## config.mk

```make
export PLATFORM = sky130hd
export DESIGN_NAME = sequence_ack_window_tracker_unit_flat
export DESIGN_NICKNAME = d
export VERILOG_FILES = /design/src/rtl/core/sawt_pkg.sv /design/src/rtl/core/sawt_if.sv /design/src/rtl/core/sawt_classify.sv /design/src/rtl/core/sequence_ack_window_tracker_unit.sv /design/src/flat_wrapper.sv
export SDC_FILE = /design/constraint.sdc
export NUM_CORES = 1
export LEC_CHECK = 0
export ABC_AREA = 0
export CORE_MARGIN = 1
export CORE_UTILIZATION = 45
export CTS_BUF_LIST = sky130_fd_sc_hd__clkbuf_8 sky130_fd_sc_hd__clkbuf_16
export CTS_CLUSTER_SIZE = 16
export DETAILED_ROUTE_END_ITERATION = 8
export DONT_BUFFER_PORTS = 1
export PLACE_DENSITY = 0.59
export SYNTH_ARGS = -nofsm -noshare
export SYNTH_HDL_FRONTEND = slang
export SYNTH_SLANG_ARGS = --single-unit
export TNS_END_PERCENT = 30
```

## constraint.sdc

```tcl
create_clock -name clk -period 9.5 [get_ports clk]
set_clock_uncertainty 0.05 [all_clocks]
set_input_delay 0.95 -clock clk [delete_from_list [all_inputs] [get_ports clk]]
set_output_delay 0.95 -clock clk [all_outputs]
set_load 0.05 [all_outputs]
```

## src/rtl/core/sawt_pkg.sv

```systemverilog
// Shared types and constants of the sequence acknowledgement window tracker.
package sawt_pkg;

	localparam int SEQ_W       = 32;
	localparam int ACK_WIN_W   = 32;
	localparam int WINDOW_BITS = 32;
	localparam int WIN_SHW     = $clog2(WINDOW_BITS + 1);

	localparam logic [SEQ_W-1:0]       HALF_RANGE = 32'h8000_0000;
	localparam logic [SEQ_W-1:0]       WIN_SPAN   = SEQ_W'(WINDOW_BITS);
	localparam logic [WIN_SHW-1:0]     WIN_COUNT  = WIN_SHW'(WINDOW_BITS);
	localparam logic [WINDOW_BITS-1:0] WIN_ONE    = WINDOW_BITS'(1);

	typedef enum logic [1:0] {
		VERDICT_NEWER        = 2'd0,
		VERDICT_OUT_OF_ORDER = 2'd1,
		VERDICT_DUPLICATE    = 2'd2,
		VERDICT_DROPPED      = 2'd3
	} verdict_t;

	typedef struct packed {
		logic [SEQ_W-1:0]       newest;
		logic [WINDOW_BITS-1:0] window;
	} sawt_state_t;

endpackage

```

## src/rtl/core/sawt_if.sv

```systemverilog
// Valid/ready channels for received sequence numbers and tracker results.
interface sawt_rx_if;
	logic        valid;
	logic        ready;
	logic [31:0] rx_sequence;

	modport source (output valid, output rx_sequence, input ready);
	modport sink   (input valid, input rx_sequence, output ready);
endinterface

interface sawt_res_if;
	logic        valid;
	logic        ready;
	logic [1:0]  verdict;
	logic [31:0] ack_sequence;
	logic [31:0] ack_window;

	modport source (output valid, output verdict, output ack_sequence, output ack_window,
		input ready);
	modport sink   (input valid, input verdict, input ack_sequence, input ack_window,
		output ready);
endinterface

```

## src/rtl/core/sawt_classify.sv

```systemverilog
// Combinational comparison of one sequence number against the window and next-state logic.
module sawt_classify
	import sawt_pkg::*;
(
	input  logic [SEQ_W-1:0] rx_sequence,
	input  sawt_state_t      cur,
	input  logic             drop_out_of_order,
	output verdict_t         verdict,
	output sawt_state_t      nxt
);

	logic [SEQ_W-1:0]       fwd;
	logic [SEQ_W-1:0]       back;
	logic                   newer;
	logic                   back_in_win;
	logic [WINDOW_BITS-1:0] shifted;
	logic [WINDOW_BITS-1:0] fwd_mark;
	logic [WINDOW_BITS-1:0] back_mark;

	always_comb begin
		fwd  = rx_sequence - cur.newest;
		back = cur.newest - rx_sequence;

		// exactly half range counts as newer only when the new number is numerically smaller
		newer = (fwd != '0) &&
			(!fwd[SEQ_W-1] || ((fwd == HALF_RANGE) && (rx_sequence < cur.newest)));
		back_in_win = (back != '0) && (back <= WIN_SPAN);

		shifted   = (fwd < WIN_SPAN) ? (cur.window >> fwd[WIN_SHW-1:0]) : '0;
		fwd_mark  = (fwd <= WIN_SPAN) ? (WIN_ONE << (WIN_COUNT - fwd[WIN_SHW-1:0])) : '0;
		back_mark = back_in_win ? (WIN_ONE << (WIN_COUNT - back[WIN_SHW-1:0])) : '0;

		nxt = cur;
		if (fwd == '0) begin
			verdict = VERDICT_DUPLICATE;
		end else if (newer) begin
			verdict    = VERDICT_NEWER;
			nxt.newest = rx_sequence;
			nxt.window = shifted | fwd_mark;
		end else begin
			verdict = drop_out_of_order ? VERDICT_DROPPED : VERDICT_OUT_OF_ORDER;
			// beyond the window: accept unchecked, leave the marks alone
			if (back_in_win) begin
				if ((cur.window & back_mark) != '0) begin
					verdict = VERDICT_DUPLICATE;
				end else begin
					nxt.window = cur.window | back_mark;
				end
			end
		end
	end

endmodule

```

## src/rtl/core/sequence_ack_window_tracker_unit.sv

```systemverilog
// Top level of the sequence acknowledgement window tracker.
// Takes one 32-bit sequence number per transfer on rx and returns one result per number on
// res: the verdict (newer, out of order, duplicate, dropped), the newest sequence seen and
// the 32 receive marks below it, MSB for newest minus one. A new number is taken every
// cycle while res is not stalled; each number waits in the input register and its result
// in the result register. The input register's number is compared, the window shifted or
// marked and the newest/window state rewritten for the next number as its result is
// registered. drop_out_of_order is written with cfg_wr_en and is to be changed only while
// no numbers are in flight. Reset clears the newest sequence and the window to zero.
module sequence_ack_window_tracker_unit
	import sawt_pkg::*;
(
	input  logic         clk,
	input  logic         arst_n,
	input  logic         cfg_wr_en,
	input  logic         cfg_wr_data,
	sawt_rx_if.sink      rx,
	sawt_res_if.source   res
);

	logic                 valid_s1;
	logic [SEQ_W-1:0]     seq_s1;
	logic                 advance;
	logic                 drop_q;
	sawt_state_t          state_q;
	sawt_state_t          state_nxt;
	verdict_t             verdict_nxt;
	logic                 res_valid_q;
	verdict_t             verdict_q;
	logic [SEQ_W-1:0]     ack_sequence_q;
	logic [ACK_WIN_W-1:0] ack_window_q;
	logic [ACK_WIN_W-1:0] ack_window_nxt;

	assign advance  = valid_s1 && (!res_valid_q || res.ready);
	assign rx.ready = !valid_s1 || advance;

	sawt_classify u_classify (
		.rx_sequence       (seq_s1),
		.cur               (state_q),
		.drop_out_of_order (drop_q),
		.verdict           (verdict_nxt),
		.nxt               (state_nxt)
	);

	generate
		if (WINDOW_BITS >= ACK_WIN_W) begin : g_win_wide
			assign ack_window_nxt = state_nxt.window[WINDOW_BITS-1 -: ACK_WIN_W];
		end else begin : g_win_narrow
			assign ack_window_nxt = {state_nxt.window, {(ACK_WIN_W-WINDOW_BITS){1'b0}}};
		end
	endgenerate

	always_ff @(posedge clk or negedge arst_n) begin
		if (!arst_n) begin
			valid_s1    <= 1'b0;
			res_valid_q <= 1'b0;
			drop_q      <= 1'b0;
			state_q     <= '0;
		end else begin
			if (rx.ready) begin
				valid_s1 <= rx.valid;
			end
			if (advance) begin
				res_valid_q <= 1'b1;
				state_q     <= state_nxt;
			end else if (res.ready) begin
				res_valid_q <= 1'b0;
			end
			if (cfg_wr_en) begin
				drop_q <= cfg_wr_data;
			end
		end
	end

	always_ff @(posedge clk) begin
		if (rx.valid && rx.ready) begin
			seq_s1 <= rx.rx_sequence;
		end
		if (advance) begin
			verdict_q      <= verdict_nxt;
			ack_sequence_q <= state_nxt.newest;
			ack_window_q   <= ack_window_nxt;
		end
	end

	assign res.valid        = res_valid_q;
	assign res.verdict      = verdict_q;
	assign res.ack_sequence = ack_sequence_q;
	assign res.ack_window   = ack_window_q;

endmodule

```

## src/flat_wrapper.sv

```systemverilog
// flat-port wrapper written by rule: the top's interface ports become plain ports
module sequence_ack_window_tracker_unit_flat import sawt_pkg::*;
  (clk, arst_n, cfg_wr_en, cfg_wr_data, rx_valid, rx_rx_sequence, rx_ready, res_valid, res_verdict, res_ack_sequence, res_ack_window, res_ready);
  sawt_rx_if rx_i ();
  sawt_res_if res_i ();
  input  logic clk;
  input  logic arst_n;
  input  logic cfg_wr_en;
  input  logic cfg_wr_data;
  input wire logic [$bits(rx_i.valid)-1:0] rx_valid;
  input wire logic [$bits(rx_i.rx_sequence)-1:0] rx_rx_sequence;
  output wire logic [$bits(rx_i.ready)-1:0] rx_ready;
  output wire logic [$bits(res_i.valid)-1:0] res_valid;
  output wire logic [$bits(res_i.verdict)-1:0] res_verdict;
  output wire logic [$bits(res_i.ack_sequence)-1:0] res_ack_sequence;
  output wire logic [$bits(res_i.ack_window)-1:0] res_ack_window;
  input wire logic [$bits(res_i.ready)-1:0] res_ready;
  assign rx_i.valid = rx_valid;
  assign rx_i.rx_sequence = rx_rx_sequence;
  assign rx_ready = rx_i.ready;
  assign res_valid = res_i.valid;
  assign res_verdict = res_i.verdict;
  assign res_ack_sequence = res_i.ack_sequence;
  assign res_ack_window = res_i.ack_window;
  assign res_i.ready = res_ready;
  sequence_ack_window_tracker_unit u_core (.clk(clk), .arst_n(arst_n), .cfg_wr_en(cfg_wr_en), .cfg_wr_data(cfg_wr_data), .rx(rx_i), .res(res_i));
endmodule
```

==> out/qor.txt <==
Setup violations, final: 0
Via Count: 12266
Avg Vias per Cell: 6.483
Vias in the first global route: 11991
Crit end category: flip-flop
Die W: 175.1 um
Final hold vios: 0
H-tree depth: 4
HPWL Detailed: 33130 um
Max_slew headroom: 0.2002
Root Buffer: clkbuf_16
Drt drc: 0
Antenna cells: 0
RR Startpoint: u_core.seq_s1[0]
Final #Nets: 1596
TritonCTS buffer count: 17
Critical path required time: 9800 ps
Arrival time of the worst setup path: 6440 ps
Global-route usage over all layers: 0.2985
F_max: 0.1629 GHz
Slew Viols, Final: 0
Die footprint: 30660 um^2
Crit-path max FO: 63
FF-to-FF End: u_core.state_q[24]
Run status: finished, final reports clean
I/O Buffers: 0
Asr flop ratio synth: 0.4061
ANT nets after route: 0
Mean Syn Cell Area: 8.721 um^2
Setup bufs post-CTS: 0
Cell Area, Synth: 13480 um^2
Design area: 14360 um^2
Ports: 106
Seq/Total Area, Yosys: 0.3426
DR pass1 iterations: 6
Die Ht: 175.1 um
Crit path kind: flip-flop to flip-flop
Worst reg2reg path depth: 16
Reg2reg setup slack: 3360 ps
CTS tree: built
Yosys reg bits: 165
Synth cell count leaders: a21oi_1 (136), nand2_1 (134), nor2_1 (121), o21ai_0 (99), edfxtp_1 (98)
WL per Instance: 23.93 um
Final Wtd Congestion: 1.032
Initial antenna violation count: 0
Ys Warns: 0
DRT Wirelength: 45280 um
Minimum clock period: 6140 ps
Fillers: 2835
Critical path startpoint category: flip-flop
Synth area leaders: edfxtp_1 (22%), dfrtp_1 (12%), ha_1 (6.2%)
Initial Util: 0.4561
Core ar.: 29560 um^2
Post-synth net total: 1653
Clk sink count: 165
Slew @ Worst Pin: 1190 ps
Share of the synthesized area in the top cell type: 0.2183
Most common cell in the synthesized netlist: a21oi_1
Post-CTS resize count: 0
Grt total ovfl: 0
Max-cap violations: 0
Number of flops mapped to enable cells by yosys: 98
Final period utilization: 0.6464
CTS Buffer Depth: 2
Clk slew on worst S/H paths: 70 ps
Starting DRT DRC Count: 1146
CTS Hold Bufs: 0
Placed Area: 13740 um^2
Synth Flop Type: edfxtp_1
Num rows: 63
Final worst slack: 3360 ps
Largest net degree at the start of global routing: 69
Synth unique cells: 87
Worst slack, placed: 3344 ps
Synth area leader: edfxtp_1
Setup TNS: 0 ps
Clk_lat worst skew: 470 ps
Area growth, synth to finish: 6.533%
Post-Syn Instances: 1546
Global-route wire length before repair: 69950 um
Layout cells sized above 1: 0.07124
Unrepaired setup endpoints after global routing: no
Hold/Removal Path Class: primary input to async pin
## cell families (layout without fill, tap and decap cells)
logic type,count (synthesis),count (layout),share of synthesized area
muxes,99,99,0.08677
adders and majority gates,69,69,0.06514
xor gates and xnor gates,30,30,0.02060
and+or+nand+nor,496,496,0.1801
DFF,165,165,0.3426
buffers and inverters,182,138,0.05586
AOI/OAI and AO/OA,505,505,0.2489
## critical path, cell delays in order, from the launching register on
cell	delay [ps]
edfxtp_1	420
inv_1	100
ha_1	170
inv_1	50
fa_1	480
xnor2_4	180
buf_4	430
and2_1	280
nand2_1	200
nor3_1	740
or3b_2	510
nor4_2	290
a2bb2oi_4	170
buf_4	550
buf_4	720
nand2_1	300
o221a_2	330
## routing by layer
layer / global-route usage / vias up / routed length (um)
met5: 0 / - / 0
met4: 0.1591 / 0 / 2189
met3: 0.05157 / 110 / 2315
met2: 0.5061 / 481 / 22350
met1: 0.3609 / 5975 / 18420
li1: - / 5700 / -
## registers in the layout (all words and copies together) (netlist names)
signal and cells:
u_core.valid_s1 1, u_core.state_q 64, u_core.res.ack_sequence 32, u_core.res.verdict 2, u_core.seq_s1 32, u_core.res.valid 1, u_core.drop_q 1, u_core.res.ack_window 32
## stage by stage
stage	instances	hold slack, ps	util
detailed placement	1860	441.2	0.4650
finish	1892	128.4	0.4859
global placement	1860	410.2	0.4650
CTS	1892	103.8	0.4859
floorplan	1546	399.0	-
global route	1892	100.7	0.4859
## area by class of cell
| cell class | count | area, um^2 | area share |
|---|---|---|---|
| multi-input cells | 1199 | 8172 | 0.5689 |
| flip-flops and latches | 165 | 4619 | 0.3216 |
| well taps | 390 | 488.0 | 0.03397 |
| clock buffers | 17 | 425.4 | 0.02962 |
| inverters | 88 | 330.3 | 0.02300 |
| clock inverters | 15 | 193.9 | 0.01350 |
| repair buffers | 18 | 135.1 | 0.009408 |
## cells in the final DEF, fill, tap and decap left out, drive strengths merged, types with 12 or more instances in the layout
cell      n
mux4     13
a311oi   22
xor2     12
nor2    122
nor3     33
o21ai   105
a31oi    18
a21oi   136
clkbuf   17
o21a     19
buf      18
mux2i    73
o22ai    18
or3      14
edfxtp   98
inv      93
nor2b    14
nand3    65
a211oi   60
a21o     24
and3     17
dfrtp    67
a221oi   12
nand2   135
mux2     13
nand4    27
nand2b   14
xnor2    18
ha       67
and2     15
## worst max path at each step
stage / start / endpoint / slack [ps] / cells after the start
2_1_floorplan: u_core.seq_s1[4] / u_core.res.ack_window[28] / 5350 / 15
3_3_place_gp: u_core.seq_s1[0] / u_core.state_q[11] / 3570 / 15
3_5_place_dp: u_core.seq_s1[0] / u_core.state_q[9] / 3340 / 15
4_1_cts: u_core.seq_s1[0] / u_core.state_q[9] / 3300 / 15
5_1_grt: u_core.seq_s1[0] / u_core.state_q[9] / 3010 / 15
6_report: u_core.seq_s1[0] / u_core.state_q[24] / 3360 / 16
Power is left out: the tool's default activity adds up to more than one toggle a clock period on the data nets, which glitch-free logic cannot reach.
